==> src/assert_macros.svh <==
// Assertion macros shared by the tokenizer modules.
// No dependencies; included by each module that asserts.
`ifndef ASSERT_MACROS_SVH
`define ASSERT_MACROS_SVH

// Condition holds at every clock edge outside reset.
`define SCT_ASSERT_ALWAYS(label, clk, rst_n, cond) \
  label: assert property (@(posedge clk) disable iff (!rst_n) (cond)) \
    else $error("assertion failed");

// Antecedent in one cycle implies consequent in the same cycle.
`define SCT_ASSERT_SAME(label, clk, rst_n, ante, cons) \
  label: assert property (@(posedge clk) disable iff (!rst_n) (ante) |-> (cons)) \
    else $error("assertion failed");

// Antecedent in one cycle implies consequent in the next cycle.
`define SCT_ASSERT_NEXT(label, clk, rst_n, ante, cons) \
  label: assert property (@(posedge clk) disable iff (!rst_n) (ante) |=> (cons)) \
    else $error("assertion failed");

`endif

==> src/sct_pkg.sv <==
// Types, token codes, character constants and classifier functions of the tokenizer.
// No dependencies; imported by every tokenizer module.
package sct_pkg;

  localparam int unsigned OFFSET_BITS = 16;
  localparam int unsigned FIELD_W     = 16;
  localparam int unsigned KIND_W      = 6;
  localparam int unsigned TDATA_W     = 56;

  typedef logic [OFFSET_BITS-1:0] offset_t;
  typedef logic [FIELD_W-1:0]     field_t;
  typedef logic [KIND_W-1:0]      tkind_t;

  localparam field_t LINE_MAX = '1;

  localparam tkind_t TK_LEFT_PAREN    = 6'd0;
  localparam tkind_t TK_RIGHT_PAREN   = 6'd1;
  localparam tkind_t TK_LEFT_BRACE    = 6'd2;
  localparam tkind_t TK_RIGHT_BRACE   = 6'd3;
  localparam tkind_t TK_LEFT_BRACKET  = 6'd4;
  localparam tkind_t TK_RIGHT_BRACKET = 6'd5;
  localparam tkind_t TK_COMMA         = 6'd6;
  localparam tkind_t TK_DOT           = 6'd7;
  localparam tkind_t TK_MINUS         = 6'd8;
  localparam tkind_t TK_PLUS          = 6'd9;
  localparam tkind_t TK_SEMICOLON     = 6'd10;
  localparam tkind_t TK_STAR          = 6'd11;
  localparam tkind_t TK_BANG_EQUAL    = 6'd12;
  localparam tkind_t TK_SLASH         = 6'd24;
  localparam tkind_t TK_NEWLINE       = 6'd25;
  localparam tkind_t TK_STRING        = 6'd26;
  localparam tkind_t TK_DECORATOR     = 6'd27;
  localparam tkind_t TK_NUMBER        = 6'd28;
  localparam tkind_t TK_IDENTIFIER    = 6'd29;
  localparam tkind_t TK_END_OF_FILE   = 6'd30;
  localparam tkind_t TK_ERR_CHAR      = 6'd31;
  localparam tkind_t TK_ERR_STRING    = 6'd32;
  localparam tkind_t TK_ERR_NUMBER    = 6'd33;

  localparam logic [7:0] CH_NUL        = 8'h00;
  localparam logic [7:0] CH_TAB        = 8'h09;
  localparam logic [7:0] CH_LF         = 8'h0A;
  localparam logic [7:0] CH_CR         = 8'h0D;
  localparam logic [7:0] CH_SPACE      = 8'h20;
  localparam logic [7:0] CH_BANG       = 8'h21;
  localparam logic [7:0] CH_QUOTE      = 8'h22;
  localparam logic [7:0] CH_DOT        = 8'h2E;
  localparam logic [7:0] CH_COLON      = 8'h3A;
  localparam logic [7:0] CH_LESS       = 8'h3C;
  localparam logic [7:0] CH_EQUAL      = 8'h3D;
  localparam logic [7:0] CH_GREATER    = 8'h3E;
  localparam logic [7:0] CH_QUESTION   = 8'h3F;
  localparam logic [7:0] CH_AT         = 8'h40;
  localparam logic [7:0] CH_UNDERSCORE = 8'h5F;

  typedef enum logic [3:0] {
    SM_IDLE,
    SM_OP_BANG,
    SM_OP_EQUAL,
    SM_OP_LESS,
    SM_OP_GREATER,
    SM_OP_COLON,
    SM_OP_QUESTION,
    SM_STRING,
    SM_NUMBER,
    SM_IDENT
  } scan_mode_e;

  typedef struct packed {
    tkind_t kind;
    field_t start;
    field_t length;
    field_t line;
    logic   last;
  } sct_token_t;

  typedef struct packed {
    logic [1:0] count;
    sct_token_t tok0;
    sct_token_t tok1;
  } sct_result_t;

  function automatic logic is_digit(input logic [7:0] c);
    return c inside {[8'h30:8'h39]};
  endfunction

  function automatic logic is_alpha(input logic [7:0] c);
    return c inside {[8'h61:8'h7A], [8'h41:8'h5A], CH_UNDERSCORE};
  endfunction

  // {hit, kind} for one-byte tokens
  function automatic logic [KIND_W:0] single_kind(input logic [7:0] c);
    logic [KIND_W:0] r;
    case (c)
      8'h28:   r = {1'b1, TK_LEFT_PAREN};
      8'h29:   r = {1'b1, TK_RIGHT_PAREN};
      8'h7B:   r = {1'b1, TK_LEFT_BRACE};
      8'h7D:   r = {1'b1, TK_RIGHT_BRACE};
      8'h5B:   r = {1'b1, TK_LEFT_BRACKET};
      8'h5D:   r = {1'b1, TK_RIGHT_BRACKET};
      8'h2C:   r = {1'b1, TK_COMMA};
      CH_DOT:  r = {1'b1, TK_DOT};
      8'h2D:   r = {1'b1, TK_MINUS};
      8'h2B:   r = {1'b1, TK_PLUS};
      8'h3B:   r = {1'b1, TK_SEMICOLON};
      8'h2A:   r = {1'b1, TK_STAR};
      8'h2F:   r = {1'b1, TK_SLASH};
      CH_AT:   r = {1'b1, TK_DECORATOR};
      default: r = '0;
    endcase
    return r;
  endfunction

  // {hit, index} for bytes that may open a two-byte operator
  function automatic logic [3:0] op_index(input logic [7:0] c);
    logic [3:0] r;
    case (c)
      CH_BANG:     r = {1'b1, 3'd0};
      CH_EQUAL:    r = {1'b1, 3'd1};
      CH_LESS:     r = {1'b1, 3'd2};
      CH_GREATER:  r = {1'b1, 3'd3};
      CH_COLON:    r = {1'b1, 3'd4};
      CH_QUESTION: r = {1'b1, 3'd5};
      default:     r = '0;
    endcase
    return r;
  endfunction

  function automatic logic [7:0] op_second(input logic [2:0] idx);
    logic [7:0] r;
    case (idx)
      3'd4:    r = CH_COLON;
      3'd5:    r = CH_QUESTION;
      default: r = CH_EQUAL;
    endcase
    return r;
  endfunction

  function automatic sct_token_t mk_tok(input tkind_t kind, input offset_t start,
                                        input offset_t length, input field_t line);
    sct_token_t t;
    t.kind   = kind;
    t.start  = FIELD_W'(start);
    t.length = FIELD_W'(length);
    t.line   = line;
    t.last   = 1'b0;
    return t;
  endfunction

endpackage

==> src/sct_scanner.sv <==
// Scanner state and single-pass token classification of one source byte.
// Depends on sct_pkg and assert_macros.svh.
`include "assert_macros.svh"

module sct_scanner import sct_pkg::*; (
  input  logic        clk_i,
  input  logic        rst_ni,
  input  logic        step_i,
  input  logic        kind_i,
  input  logic [7:0]  char_i,
  output sct_result_t res_o
);

  scan_mode_e mode_q, mode_d;
  offset_t    pos_q, pos_d;
  offset_t    start_q, start_d;
  field_t     line_q, line_d;
  logic       dot_q, dot_d;
  logic       fin_q, fin_d;

  logic            at_end;
  offset_t         span;
  field_t          line_inc;
  logic [2:0]      cur_op;
  logic            consumed;
  logic            p_hit, f_hit;
  sct_token_t      p_tok, f_tok;
  logic [KIND_W:0] sk;
  logic [3:0]      oi;

  always_comb begin
    at_end   = kind_i | (char_i == CH_NUL);
    span     = pos_q - start_q;
    line_inc = (line_q == LINE_MAX) ? line_q : line_q + 1'b1;
    cur_op   = 3'(4'(mode_q) - 4'(SM_OP_BANG));
    sk       = single_kind(char_i);
    oi       = op_index(char_i);
    mode_d   = mode_q;
    pos_d    = pos_q;
    start_d  = start_q;
    line_d   = line_q;
    dot_d    = dot_q;
    fin_d    = fin_q;
    consumed = 1'b0;
    p_hit    = 1'b0;
    f_hit    = 1'b0;
    p_tok    = mk_tok(TK_END_OF_FILE, pos_q, '0, line_q);
    f_tok    = p_tok;
    if (fin_q) begin
      // hold everything until reset
    end else if (at_end) begin
      p_hit = 1'b1;
      case (mode_q)
        SM_OP_BANG, SM_OP_EQUAL, SM_OP_LESS, SM_OP_GREATER, SM_OP_COLON,
        SM_OP_QUESTION: begin
          p_tok = mk_tok(TK_BANG_EQUAL + {2'b0, cur_op, 1'b1}, start_q,
                         OFFSET_BITS'(1), line_q);
        end
        SM_STRING: p_tok = mk_tok(TK_ERR_STRING, start_q, span, line_q);
        SM_NUMBER: p_tok = mk_tok(TK_NUMBER, start_q, span, line_q);
        SM_IDENT:  p_tok = mk_tok(TK_IDENTIFIER, start_q, span, line_q);
        default:   p_hit = 1'b0;
      endcase
      f_hit  = 1'b1;
      f_tok  = mk_tok(TK_END_OF_FILE, pos_q, '0, line_q);
      mode_d = SM_IDLE;
      fin_d  = 1'b1;
    end else begin
      case (mode_q)
        SM_OP_BANG, SM_OP_EQUAL, SM_OP_LESS, SM_OP_GREATER, SM_OP_COLON,
        SM_OP_QUESTION: begin
          p_hit = 1'b1;
          if (char_i == op_second(cur_op)) begin
            consumed = 1'b1;
            p_tok = mk_tok(TK_BANG_EQUAL + {2'b0, cur_op, 1'b0}, start_q,
                           OFFSET_BITS'(2), line_q);
          end else begin
            p_tok = mk_tok(TK_BANG_EQUAL + {2'b0, cur_op, 1'b1}, start_q,
                           OFFSET_BITS'(1), line_q);
          end
          mode_d = SM_IDLE;
        end
        SM_STRING: begin
          consumed = 1'b1;
          if (char_i == CH_QUOTE) begin
            p_hit  = 1'b1;
            p_tok  = mk_tok(TK_STRING, start_q, span, line_q);
            mode_d = SM_IDLE;
          end else if (char_i == CH_LF) begin
            line_d = line_inc;
          end
        end
        SM_NUMBER: begin
          if (is_digit(char_i)) begin
            consumed = 1'b1;
          end else if (char_i == CH_DOT) begin
            consumed = 1'b1;
            if (dot_q) begin
              p_hit  = 1'b1;
              p_tok  = mk_tok(TK_ERR_NUMBER, start_q, span + 1'b1, line_q);
              mode_d = SM_IDLE;
            end else begin
              dot_d = 1'b1;
            end
          end else begin
            p_hit  = 1'b1;
            p_tok  = mk_tok(TK_NUMBER, start_q, span, line_q);
            mode_d = SM_IDLE;
          end
        end
        SM_IDENT: begin
          if (is_alpha(char_i) || is_digit(char_i)) begin
            consumed = 1'b1;
          end else begin
            p_hit  = 1'b1;
            p_tok  = mk_tok(TK_IDENTIFIER, start_q, span, line_q);
            mode_d = SM_IDLE;
          end
        end
        default: mode_d = SM_IDLE;
      endcase
      if (!consumed) begin
        if (sk[KIND_W]) begin
          f_hit = 1'b1;
          f_tok = mk_tok(sk[KIND_W-1:0], pos_q, OFFSET_BITS'(1), line_q);
        end else if (oi[3]) begin
          mode_d  = scan_mode_e'(4'(SM_OP_BANG) + {1'b0, oi[2:0]});
          start_d = pos_q;
        end else if (char_i == CH_SPACE || char_i == CH_CR || char_i == CH_TAB) begin
          // skip blanks
        end else if (char_i == CH_LF) begin
          line_d = line_inc;
          f_hit  = 1'b1;
          f_tok  = mk_tok(TK_NEWLINE, pos_q, OFFSET_BITS'(1), line_inc);
        end else if (char_i == CH_QUOTE) begin
          mode_d  = SM_STRING;
          start_d = pos_q + 1'b1;
        end else if (is_digit(char_i)) begin
          mode_d  = SM_NUMBER;
          start_d = pos_q;
          dot_d   = 1'b0;
        end else if (is_alpha(char_i)) begin
          mode_d  = SM_IDENT;
          start_d = pos_q;
        end else begin
          f_hit = 1'b1;
          f_tok = mk_tok(TK_ERR_CHAR, pos_q, OFFSET_BITS'(1), line_q);
        end
      end
      pos_d = pos_q + 1'b1;
    end
  end

  always_comb begin
    res_o.count     = 2'({1'b0, p_hit} + {1'b0, f_hit});
    res_o.tok0      = p_hit ? p_tok : f_tok;
    res_o.tok0.last = !(p_hit && f_hit);
    res_o.tok1      = f_tok;
    res_o.tok1.last = 1'b1;
  end

  always_ff @(posedge clk_i or negedge rst_ni) begin
    if (!rst_ni) begin
      mode_q  <= SM_IDLE;
      pos_q   <= '0;
      start_q <= '0;
      line_q  <= FIELD_W'(1);
      dot_q   <= 1'b0;
      fin_q   <= 1'b0;
    end else if (step_i) begin
      mode_q  <= mode_d;
      pos_q   <= pos_d;
      start_q <= start_d;
      line_q  <= line_d;
      dot_q   <= dot_d;
      fin_q   <= fin_d;
    end
  end

  `SCT_ASSERT_ALWAYS(a_line_nonzero, clk_i, rst_ni, line_q != '0)
  `SCT_ASSERT_NEXT(a_fin_sticky, clk_i, rst_ni, fin_q, fin_q && $stable(pos_q))
  `SCT_ASSERT_SAME(a_fin_silent, clk_i, rst_ni, fin_q, res_o.count == 2'd0)
  `SCT_ASSERT_SAME(a_end_emits, clk_i, rst_ni, !fin_q && at_end,
                   res_o.count != 2'd0 && res_o.tok1.kind == TK_END_OF_FILE)

endmodule

==> src/sct_out_buf.sv <==
// Two-entry result register that serialises up to two tokens per item onto the output.
// Depends on sct_pkg and assert_macros.svh.
`include "assert_macros.svh"

module sct_out_buf import sct_pkg::*; (
  input  logic        clk_i,
  input  logic        rst_ni,
  input  logic        push_i,
  input  sct_result_t res_i,
  output logic        ready_o,
  output logic        valid_o,
  input  logic        take_i,
  output sct_token_t  head_o
);

  logic [1:0] cnt_q, cnt_d;
  sct_token_t slot0_q, slot1_q;
  logic       pop;

  assign valid_o = (cnt_q != 2'd0);
  assign head_o  = slot0_q;
  assign pop     = valid_o && take_i;
  assign ready_o = (cnt_q == 2'd0) || ((cnt_q == 2'd1) && take_i);

  always_comb begin
    cnt_d = cnt_q;
    if (push_i) begin
      cnt_d = res_i.count;
    end else if (pop) begin
      cnt_d = cnt_q - 1'b1;
    end
  end

  always_ff @(posedge clk_i or negedge rst_ni) begin
    if (!rst_ni) begin
      cnt_q <= '0;
    end else begin
      cnt_q <= cnt_d;
    end
  end

  always_ff @(posedge clk_i) begin
    if (push_i) begin
      slot0_q <= res_i.tok0;
      slot1_q <= res_i.tok1;
    end else if (pop) begin
      slot0_q <= slot1_q;
    end
  end

  `SCT_ASSERT_ALWAYS(a_cnt_range, clk_i, rst_ni, cnt_q != 2'd3)
  `SCT_ASSERT_SAME(a_push_room, clk_i, rst_ni, push_i, ready_o)
  `SCT_ASSERT_NEXT(a_pair_held, clk_i, rst_ni, push_i && res_i.count == 2'd2,
                   cnt_q == 2'd2 && !head_o.last)

endmodule

==> src/source_char_tokenizer.sv <==
// Streaming source tokenizer: one source byte per item in, zero, one or two tokens per item out.
// An accepted byte passes the input register and then the result register before its first token reaches the output.
// Throughput: 1 item per cycle while the output takes each token; an item that yields two
// tokens stalls the next item until the two-entry result register has drained its first token.
// Reset: asynchronous, active low; clears scanner state (line count to 1), no clearing pass.
// Depends on sct_pkg, sct_scanner and sct_out_buf.
module source_char_tokenizer import sct_pkg::*; (
  input  logic               clk_i,
  input  logic               rst_ni,
  input  logic               s_axis_tvalid,
  output logic               s_axis_tready,
  input  logic [7:0]         s_axis_tdata,  // [7:0] char_byte
  input  logic               s_axis_tuser,  // [0] kind
  output logic               m_axis_tvalid,
  input  logic               m_axis_tready,
  output logic [TDATA_W-1:0] m_axis_tdata,  // token_kind, start_offset, token_length,
                                            // line_number, zero pad
  output logic               m_axis_tlast
);

  logic        in_valid_q;
  logic [7:0]  in_char_q;
  logic        in_kind_q;
  logic        buf_ready;
  logic        step;
  sct_result_t res;
  sct_token_t  head;

  assign step          = in_valid_q && buf_ready;
  assign s_axis_tready = !in_valid_q || step;

  always_ff @(posedge clk_i or negedge rst_ni) begin
    if (!rst_ni) begin
      in_valid_q <= 1'b0;
    end else if (s_axis_tready) begin
      in_valid_q <= s_axis_tvalid;
    end
  end

  always_ff @(posedge clk_i) begin
    if (s_axis_tvalid && s_axis_tready) begin
      in_char_q <= s_axis_tdata;
      in_kind_q <= s_axis_tuser;
    end
  end

  sct_scanner u_scanner (
    .clk_i  (clk_i),
    .rst_ni (rst_ni),
    .step_i (step),
    .kind_i (in_kind_q),
    .char_i (in_char_q),
    .res_o  (res)
  );

  sct_out_buf u_out_buf (
    .clk_i   (clk_i),
    .rst_ni  (rst_ni),
    .push_i  (step),
    .res_i   (res),
    .ready_o (buf_ready),
    .valid_o (m_axis_tvalid),
    .take_i  (m_axis_tready),
    .head_o  (head)
  );

  assign m_axis_tdata = {2'b00, head.line, head.length, head.start, head.kind};
  assign m_axis_tlast = head.last;

endmodule
==> config.mk <==
export PLATFORM = sky130hd
export DESIGN_NAME = source_char_tokenizer
export DESIGN_NICKNAME = d
export VERILOG_FILES = /design/src/sct_pkg.sv /design/src/sct_scanner.sv /design/src/sct_out_buf.sv /design/src/source_char_tokenizer.sv
export VERILOG_INCLUDE_DIRS = /design/src /design/src/src
export SDC_FILE = /design/constraint.sdc
export NUM_CORES = 1
export LEC_CHECK = 0
export BUFFER_PORTS_ARGS = -buffer_cell sky130_fd_sc_hd__buf_4
export CAP_MARGIN = 20
export CORE_MARGIN = 1.5
export CORE_UTILIZATION = 56
export DETAILED_ROUTE_END_ITERATION = 16
export PLACE_DENSITY_LB_ADDON = 0.05
export SLEW_MARGIN = 40
export SYNTH_ARGS = -nofsm -noshare
export SYNTH_HDL_FRONTEND = slang
export SYNTH_HIERARCHICAL = 1
export SYNTH_SLANG_ARGS = --single-unit
export TNS_END_PERCENT = 50
==> constraint.sdc <==
create_clock -name clk_i -period 3.7 [get_ports clk_i]
set_input_delay 1.11 -clock clk_i [delete_from_list [all_inputs] [get_ports clk_i]]
set_output_delay 1.11 -clock clk_i [all_outputs]
set_load 0.1 [all_outputs]
-- Yosys cells after proc, flatten, opt, wreduce, memory -nomap -nowiden
Cells that the tools add are included.
- bits in registers: 175
- bits of input ports: 13
- output and inout port bits: 59
- word-level logic and storage cells: 207
- add/subtract/negate cells: 10
- $lt $le $gt $ge: 6
- equal/unequal tests: 42
- mux-type cells: 99
- bitwise operators: 5
- reductions and logical operators: 26
- operators with widths (cell ; count):
    two-way mux 55 bit ; 18
    case mux 55 bit (4 select lines) ; 2
    two-way mux 16 bit ; 15
    equality test 8 x 6 -> 1 bit, second input constant ; 17
    case mux 7 bit (14 select lines) ; 1
    two-way mux 4 bit ; 14
    two-way mux 52 bit ; 1
    two-way mux 51 bit ; 1
    two-way mux 50 bit ; 1
    adder 16 x 1 -> 16 bit, second input constant ; 3
    equality test 8 x 7 -> 1 bit, second input constant ; 6
    two-way mux 1 bit ; 36
    equality test 8 x 4 -> 1 bit, second input constant ; 3
    two-way mux 8 bit ; 3
    case mux 4 bit (6 select lines) ; 1
    equality test 16 bit, second input constant ; 1
    equality test 4 x 3 -> 1 bit, second input constant ; 4
    greater-or-equal comparator 8 x 7 -> 1 bit, second input constant ; 2
    less-or-equal comparator 8 x 7 -> 1 bit, second input constant ; 2
    subtractor 16 bit ; 1
    case mux 4 bit (3 select lines) ; 1
    adder 4 x 4 -> 5 bit, first input constant ; 2
    OR reduction 9 bit ; 1
    equality test 4 x 2 -> 1 bit, second input constant ; 2
    29 further kinds ; 50

-- Depth between registers and ports, before layout
Gate-level depths: netlist (run 1).
- depth after elaboration: 17
- depth in mapped cells: 14
- mapped depth without buffers: 12

-- By module
The synthesis (run 1) kept the hierarchy.
- by module, submodules not included (module ; instances ; cells each ; area each (sq um) ; sequential area each (sq um)):
    sct_scanner ; 1 ; 841 ; 6140.9 ; 1352.5
    sct_out_buf ; 1 ; 190 ; 4120.2 ; 3353.2
    source_char_tokenizer ; 1 ; 17 ; 349.1 ; 295.3

-- Worst setup path before layout (run 1)
OpenSTA, ideal clock, no wires.
- kind: input to register
- start point: input port m_axis_tready
- end point: register u_out_buf.slot0_q (netlist bit u_out_buf/head_o[0]) (enable)
- library setup time: 0.389 ns
- arrival time: 3.822 ns
- required time: 3.311 ns
- setup slack: -0.511 ns
- stages on the path: 6
- path buffers: 2
- cells stage by stage: nand2_1 nand2_1 and2_1 buf_6 buf_2 or2_2
- longest elaborated chain between the ends: 4
- elaborated cells between the ends (all ways): 5
- classes of those cells: reduce/logical (5)
- RTL lines (what ; line ; source):
    start, declared ; source_char_tokenizer.sv:15 ; input logic m_axis_tready,
    logical AND 1 bit ; sct_out_buf.sv:23 ; assign ready_o = (cnt_q == 2'd0) || ((cnt_q == 2'd1) && take_i);
    logical OR 1 bit ; sct_out_buf.sv:23 ;
    named net buf_ready ; source_char_tokenizer.sv:24 ; logic buf_ready;
    logical AND 1 bit ; source_char_tokenizer.sv:29 ; assign step = in_valid_q && buf_ready;
    named net step ; source_char_tokenizer.sv:25 ; logic step;
    nonzero test 2 bit (no line) ; - ;
    end signal, assigned ; sct_out_buf.sv:44 ; slot0_q <= res_i.tok0;
    end signal, assigned ; sct_out_buf.sv:47 ; slot0_q <= slot1_q;
    end, declared ; sct_out_buf.sv:17 ; sct_token_t slot0_q, slot1_q;
The timed path passes the listed nets, and every way through them passes these cells.
A chain may end at the register's enable or synchronous reset.

==> reports/metrics.csv, run 1 <==
metric,value,unit
Post-Synthesis Cells,1048,
Final Hold Fails,0,
TritonCTS Buffers,17,
"Most Used Layer, Global Route",met2,
status,finished clean,
highest clock rate,273,MHz
CTS max path bufs,2,
Post-synth top flop,edfxtp_1,
crit path kind,reg2reg,
Die Y,141,um
Vias/cell,5.76,
Yosys cell types,83,
All-Layer GR Usage,0.247,
# Max-Cap Violations,0,
die footprint,0.0198,mm^2
global-route wire length before repair,38.6,mm
final setup TNS,0,ns
Yosys warning count,6,
RSZ-0062 raised after global routing,yes,
routability congestion estimate from global placement,0.905,
Static Leak,4.93,nW
Worst-path clk slew,0.07,ns
Starting Density,0.569,
average cell area after synthesis,10.1,um^2
Synth area leader,edfxtp_1,
Antenna Cells,0,
DR pass1 iterations,5,
CTS tree,done,
die width,141,um
total routed wirelength,24.0,mm
# setup viols final,0,
placed instance area,0.0117,mm^2
number of synthesized flops with an enable pin,119,
min Tclk post-route,3.66,ns
crit share post-route,0.991,
crit path launch type,flip-flop,
Total Nets Final,1196,
"FF+latch count, synth",176,
Rows,50,
# DRC,0,
largest net degree at the start of global routing,58,
maximum level of the CTS H-tree,4,
sequential-to-total area share from yosys stat,0.471,
met1 GRT Util,0.360,
fin area,0.0124,mm^2
Post-DRT Antenna Nets,0,
worst min-delay path class,reg2reg,
Global Route met3 Usage,0.0340,
Max Slew Vio Count,0,
Max-Slew Margin vs Limit,0.505,
worst path required time,3.88,ns
DR iter-0 viols,540,
grt met2 use,0.387,
Post-synth ARST share,0.324,
gr ovfl total,0,
top-level I/O count,72,
initial antenna violation count,0,
via count,8068,
area delta synth->final,16.6,%
Clock Sinks,176,
post-synth top area share,0.337,
type of element capturing the critical path,flip-flop,
mapped cell area,0.0106,mm^2
core footprint,0.0186,mm^2
crit-path max FO,3,
CTS root buffer,clkbuf_16,
"Arr. time, crit path",3.85,ns
Final HPWL DP,16.9,mm
Port Buffers,69,
vias in the first global route,7664,
Final WS setup,0.0351,ns
Worst-Margin Slew,0.735,ns
layout cells sized above 1,0.243,
wire per inst,17.1,um
clk_skew,0.0161,ns
clk_lat worst skew,0.44,ns
VDD IR max,0.420,mV
pre-CTS setup slack,-0.180,ns
PwrDens,697,mW/mm^2
ranking of synthesized cells by area,"edfxtp_1 34%, dfrtp_1 13%, mux2_2 7.4%, nand2_1 4.7%, xnor2_1 4.4%",
==> cells in the mapped netlist (7+ instances only) <==
master / number
nand2_1: 134
edfxtp_1: 119
nor2_1: 80
mux2_2: 70
dfrtp_1: 56
xnor2_1: 53
a21oi_1: 46
o21ai_0: 46
clkbuf_1: 41
nand3_1: 34
inv_1: 32
ha_1: 28
xor2_1: 24
buf_4: 21
nand4_1: 16
nand2b_1: 15
nor2b_1: 13
nor3_1: 13
a211oi_1: 12
a31oi_1: 11
o21a_1: 10
and2_1: 9
and3_1: 9
nand3b_1: 9
nor4_1: 9
a21o_1: 8
a22oi_1: 8
buf_2: 7
o211ai_1: 7
==> logic make-up after synthesis <==
| group | synth area share |
|---|---|
| AO/OA/AOI/OAI | 0.117 |
| buffers and inverters | 0.0479 |
| AND/OR/NAND/NOR | 0.187 |
| other | 0.00106 |
| XOR/XNOR | 0.0636 |
| adder cells (fa/ha/maj) | 0.0349 |
| flip-flops | 0.471 |
| multiplexers | 0.0771 |
==> critical path, cell delays in order (launching register included) <==
cell      delay [ns]
dfrtp_1         0.42
ha_4            0.17
fa_2            0.34
nand2b_4        0.16
a211oi_2        0.17
a211oi_1        0.09
or4bb_4         0.54
or4b_4          0.51
or4_4           0.43
a211oi_2        0.25
a211oi_2        0.07
mux2_4          0.27
==> repair_timing <==
action                                  in CTS  in global routing
endpoints found under the setup margin       1                  2
setup buffers                                1                  1
gates resized for setup                      6                  9
pin swaps                                    3                  1
hold buffers                                 0                  0
==> metal layers <==
layer  share of wire  vias up
met2            0.46      171
met5               0        -
met3           0.037       22
met4           0.015        0
li1                -     3957
met1            0.49     3918
==> placed cells by master (no fill, tap or decap), drive strengths merged, types with 4 or more instances in the layout <==
cell type,n
buf,147
nand2,134
edfxtp,119
nor2,80
mux2,70
dfrtp,56
xnor2,53
o21ai,49
a21oi,46
inv,39
nand3,34
ha,28
xor2,24
conb,19
clkbuf,17
nand4,16
nand2b,16
nor3,14
a211oi,14
nor2b,13
a31oi,11
o21a,10
and3,10
and2,10
nor4,10
nand3b,9
a21o,8
a22oi,8
o211ai,7
nor3b,6
and4,6
or4,6
or3,5
and3b,5
clkinv,5
or2,4
o31ai,4
or4b,4
==> power by group <==
group	leakage [nW]	switching, mW	internal, mW	total, mW
sequential	1.91	0.145	2.63	2.77
clock	0.288	0.874	0.966	1.84
combinational	2.73	2.72	1.28	4.01
==> flip-flops by register name (all words and copies together) (netlist names) <==
register,cells
in_valid_q,1
u_scanner/dot_q,1
u_out_buf/cnt_q,2
u_out_buf/head_o,55
u_scanner/pos_q,16
u_out_buf/slot1_q,55
u_scanner/start_q,16
u_scanner/mode_q,4
in_char_q,8
u_scanner/fin_q,1
in_kind_q,1
u_scanner/line_q,16
==> layout make-up <==
type	count	area, um^2
repair buffers	147	1120
flip-flops and latches	176	5000
inverters	32	120
fillers	1525	6270
multi-input cells	780	5240
well taps	234	293
clock buffers	17	425
clock inverters	15	175
==> through the flow <==
| stage | util | cells | total power, mW | hold slack [ns] |
|---|---|---|---|---|
| floorplan | - | 1064 | 5.70 | 0.451 |
| finish | 0.664 | 1401 | 8.62 | 0.534 |
| detailed placement | 0.627 | 1367 | 6.68 | 0.520 |
| global route | 0.664 | 1401 | 9.04 | 0.544 |
| global placement | 0.627 | 1367 | 6.63 | 0.506 |
| CTS | 0.661 | 1400 | 8.58 | 0.535 |
==> worst paths after layout <==
| kind | start | endpoint | slack (ns) | depth (start not counted) |
|---|---|---|---|---|
| max in group asynchronous | rst_ni | u_scanner/line_q[9] | 2.64 | 1 |
| min in group asynchronous | rst_ni | u_scanner/start_q[5] | 0.64 | 1 |
| worst min-delay path | u_scanner/start_q[4] | u_scanner/start_q[4] | 0.53 | 2 |
| worst min register to register | u_scanner/start_q[4] | u_scanner/start_q[4] | 0.53 | 2 |
| worst max register to register | u_scanner/start_q[0] | u_out_buf/head_o[32] | 0.04 | 11 |
| worst max-delay path | u_scanner/start_q[0] | u_out_buf/head_o[32] | 0.04 | 11 |
Power figures use the tool's default switching activity.
==> run 2: changes to the inputs <==
- PLACE_DENSITY: not set -> 0.78
- PLACE_DENSITY_LB_ADDON: 0.05 -> not set
- SKIP_LAST_GASP: not set -> 1
==> reports/metrics.csv, run 2 (synthesis gave the netlist of run 1 again) <==
metric,value,unit,change
TritonCTS Buffers,17,,unchanged
Die Y,141,um,unchanged
Starting Density,0.569,,unchanged
DR iter-0 viols,618,,was 540
Max Slew Vio Count,0,,unchanged
vias in the first global route,7873,,was 7664
die width,141,um,unchanged
flop2flop setup slack,-0.009,ns,was 0.04 ns
# Max-Cap Violations,0,,unchanged
final setup TNS,-0.00869,ns,was 0 ns
area delta synth->final,16.0,%,was 16.6%
via count,8266,,was 8068
clk_skew,0.0118,ns,was 0.0161 ns
crit-path max FO,3,,unchanged
DR pass1 iterations,5,,unchanged
PwrDens,701,mW/mm^2,was 697 mW/mm^2
# setup viols final,1,,was 0
Clock Power Share,0.214,,about the same
top-level I/O count,72,,unchanged
Vias/cell,5.95,,was 5.76
gr ovfl total,0,,unchanged
worst r2r src,u_scanner/pos_q[0],,was u_scanner/start_q[0]
min Tclk post-route,3.71,ns,was 3.66 ns
CTS root buffer,clkbuf_16,,unchanged
crit path launch type,flip-flop,,unchanged
worst hold start,u_scanner/line_q[0],,was u_scanner/start_q[4]
NetSw,3.77,mW,was 3.74 mW
Seq pwr share,0.322,,about the same
dpl cells,1357,,was 1367
initial antenna violation count,0,,unchanged
global-route wire length before repair,39.7,mm,was 38.6 mm
Fillers,1459,,was 1525
Antenna Cells,0,,unchanged
"commonest non-fill, non-tap cell in the layout",nand2_1,,was buf_4
Port Buffers,69,,unchanged
Clock Sinks,176,,unchanged
worst min-delay path class,reg2reg,,unchanged
All-Layer GR Usage,0.253,,was 0.247
# DRC,0,,unchanged
failing checks,setup timing,,
worst hold path depth,1,,was 2
Rows,50,,unchanged
Post-DRT Antenna Nets,0,,unchanged
crit path kind,reg2reg,,unchanged
layout cells sized above 1,0.234,,was 0.243
maximum level of the CTS H-tree,4,,unchanged
pre-CTS setup slack,-0.172,ns,was -0.180 ns
worst path required time,3.89,ns,was 3.88 ns
core footprint,0.0186,mm^2,unchanged
CTS max path bufs,2,,unchanged
Final Hold Fails,0,,unchanged
crit share post-route,1.00,,was 0.991
Worst R2R End,u_out_buf/head_o[32],,unchanged
"Arr. time, crit path",3.89,ns,was 3.85 ns
switching share of power,0.437,,was 0.434
most frequent cells in the layout,"134 x nand2_1, 132 x buf_4, 119 x edfxtp_1",,"was 145 x buf_4, 134 x nand2_1, 119 x edfxtp_1"
largest net degree at the start of global routing,99,,was 58
status,"finished, violations left",,was finished clean
Static Leak,4.88,nW,was 4.93 nW
cell count of the worst reg-to-reg path,12,,was 11
RSZ-0062 raised after global routing,yes,,unchanged
Total Nets Final,1185,,was 1196
VDD IR max,0.375,mV,was 0.420 mV
Worst-Margin Slew,0.687,ns,was 0.735 ns
die footprint,0.0198,mm^2,unchanged
Final HPWL DP,17.1,mm,was 16.9 mm
Final WS setup,-0.00869,ns,was 0.0351 ns
routability congestion estimate from global placement,0.923,,was 0.905
final std cells w/o fill,1390,,was 1401
CTS tree,done,,unchanged
Int Pwr,4.86,mW,was 4.88 mW
Max-Slew Margin vs Limit,0.538,,was 0.505
hold endpoint,u_scanner/line_q[0],,was u_scanner/start_q[4]
highest clock rate,270,MHz,was 273 MHz
clk_lat worst skew,0.44,ns,about the same
Tot Pwr,8.63,mW,was 8.62 mW
combinational share of power,0.464,,was 0.465
Worst-path clk slew,0.07,ns,about the same
wire per inst,17.8,um,was 17.1 um
type of element capturing the critical path,flip-flop,,unchanged
total routed wirelength,24.7,mm,was 24.0 mm
[run 2: how the worst max path moves through the flow]
stage	startpoint	endpoint	slack, ns	depth (start not counted)
2_1_floorplan	u_scanner/pos_q[0]	u_out_buf/head_o[32]	-0.24	12
3_3_place_gp	u_scanner/pos_q[0]	u_out_buf/head_o[32]	-0.09	12
3_5_place_dp	u_scanner/pos_q[0]	u_out_buf/head_o[32]	-0.17	12
4_1_cts	u_scanner/pos_q[0]	u_out_buf/head_o[32]	0.02	12
5_1_grt	u_scanner/pos_q[0]	u_out_buf/head_o[32]	-0.14	12
6_report	u_scanner/pos_q[0]	u_out_buf/head_o[32]	-0.009	12
[run 2: timing repair]
| action | CTS | global route |
|---|---|---|
| gates resized for setup | 4 | 7 |
| setup endpoints to repair | 1 | 4 |
| pin swaps | 3 | 2 |
| hold buffers | 0 | 0 |
| buffers inserted | 0 | 1 |
[run 2: area by class of cell]
| class | count | area, um^2 | area share |
|---|---|---|---|
| Clock inverter | 15 | 186 | 0.0151 |
| Multi-Input combinational cell | 780 | 5220 | 0.424 |
| Sequential cell | 176 | 5000 | 0.406 |
| Tap cell | 234 | 293 | 0.0238 |
| Clock buffer | 17 | 425 | 0.0346 |
| Inverter | 32 | 120 | 0.00976 |
| Timing Repair Buffer | 136 | 1060 | 0.0863 |
[run 2: metrics by stage]
stage	hold WS [ns]	utilization	area [um^2]
2_1_floorplan	0.451	-	10700
4_1_cts	0.536	0.658	12300
3_5_place_dp	0.520	0.624	11600
6_report	0.542	0.660	12300
5_1_grt	0.561	0.660	12300
3_3_place_gp	0.504	0.624	11600
[run 2: metal layers]
metal / track usage / vias to the layer above / part of all wire
met2: 0.425 / 250 / 0.49
met3: 0.0526 / 52 / 0.055
met5: 0 / - / 0
li1: - / 3944 / -
met4: 0.0822 / 0 / 0.023
met1: 0.330 / 4020 / 0.43
[run 2: worst max-delay path, stage by stage (launching register included)]
cell and delay [ns]:
dfrtp_1 0.36, inv_1 0.07, ha_2 0.20, fa_2 0.35, nand2b_4 0.17, a211oi_2 0.18, a211oi_1 0.09, or4bb_1 0.54
or4b_4 0.51, or4_4 0.43, a211oi_2 0.25, a211oi_2 0.06, mux2_2 0.27
[run 2: power groups by stage]
stage	Sequential (mW)	Clock, mW	Combinational, mW
2_1_floorplan	4.05	0	1.65
3_3_place_gp	2.80	0	3.82
3_5_place_dp	2.82	0	3.87
4_1_cts	2.78	1.87	3.94
5_1_grt	2.81	1.95	4.26
6_report	2.78	1.85	4.00
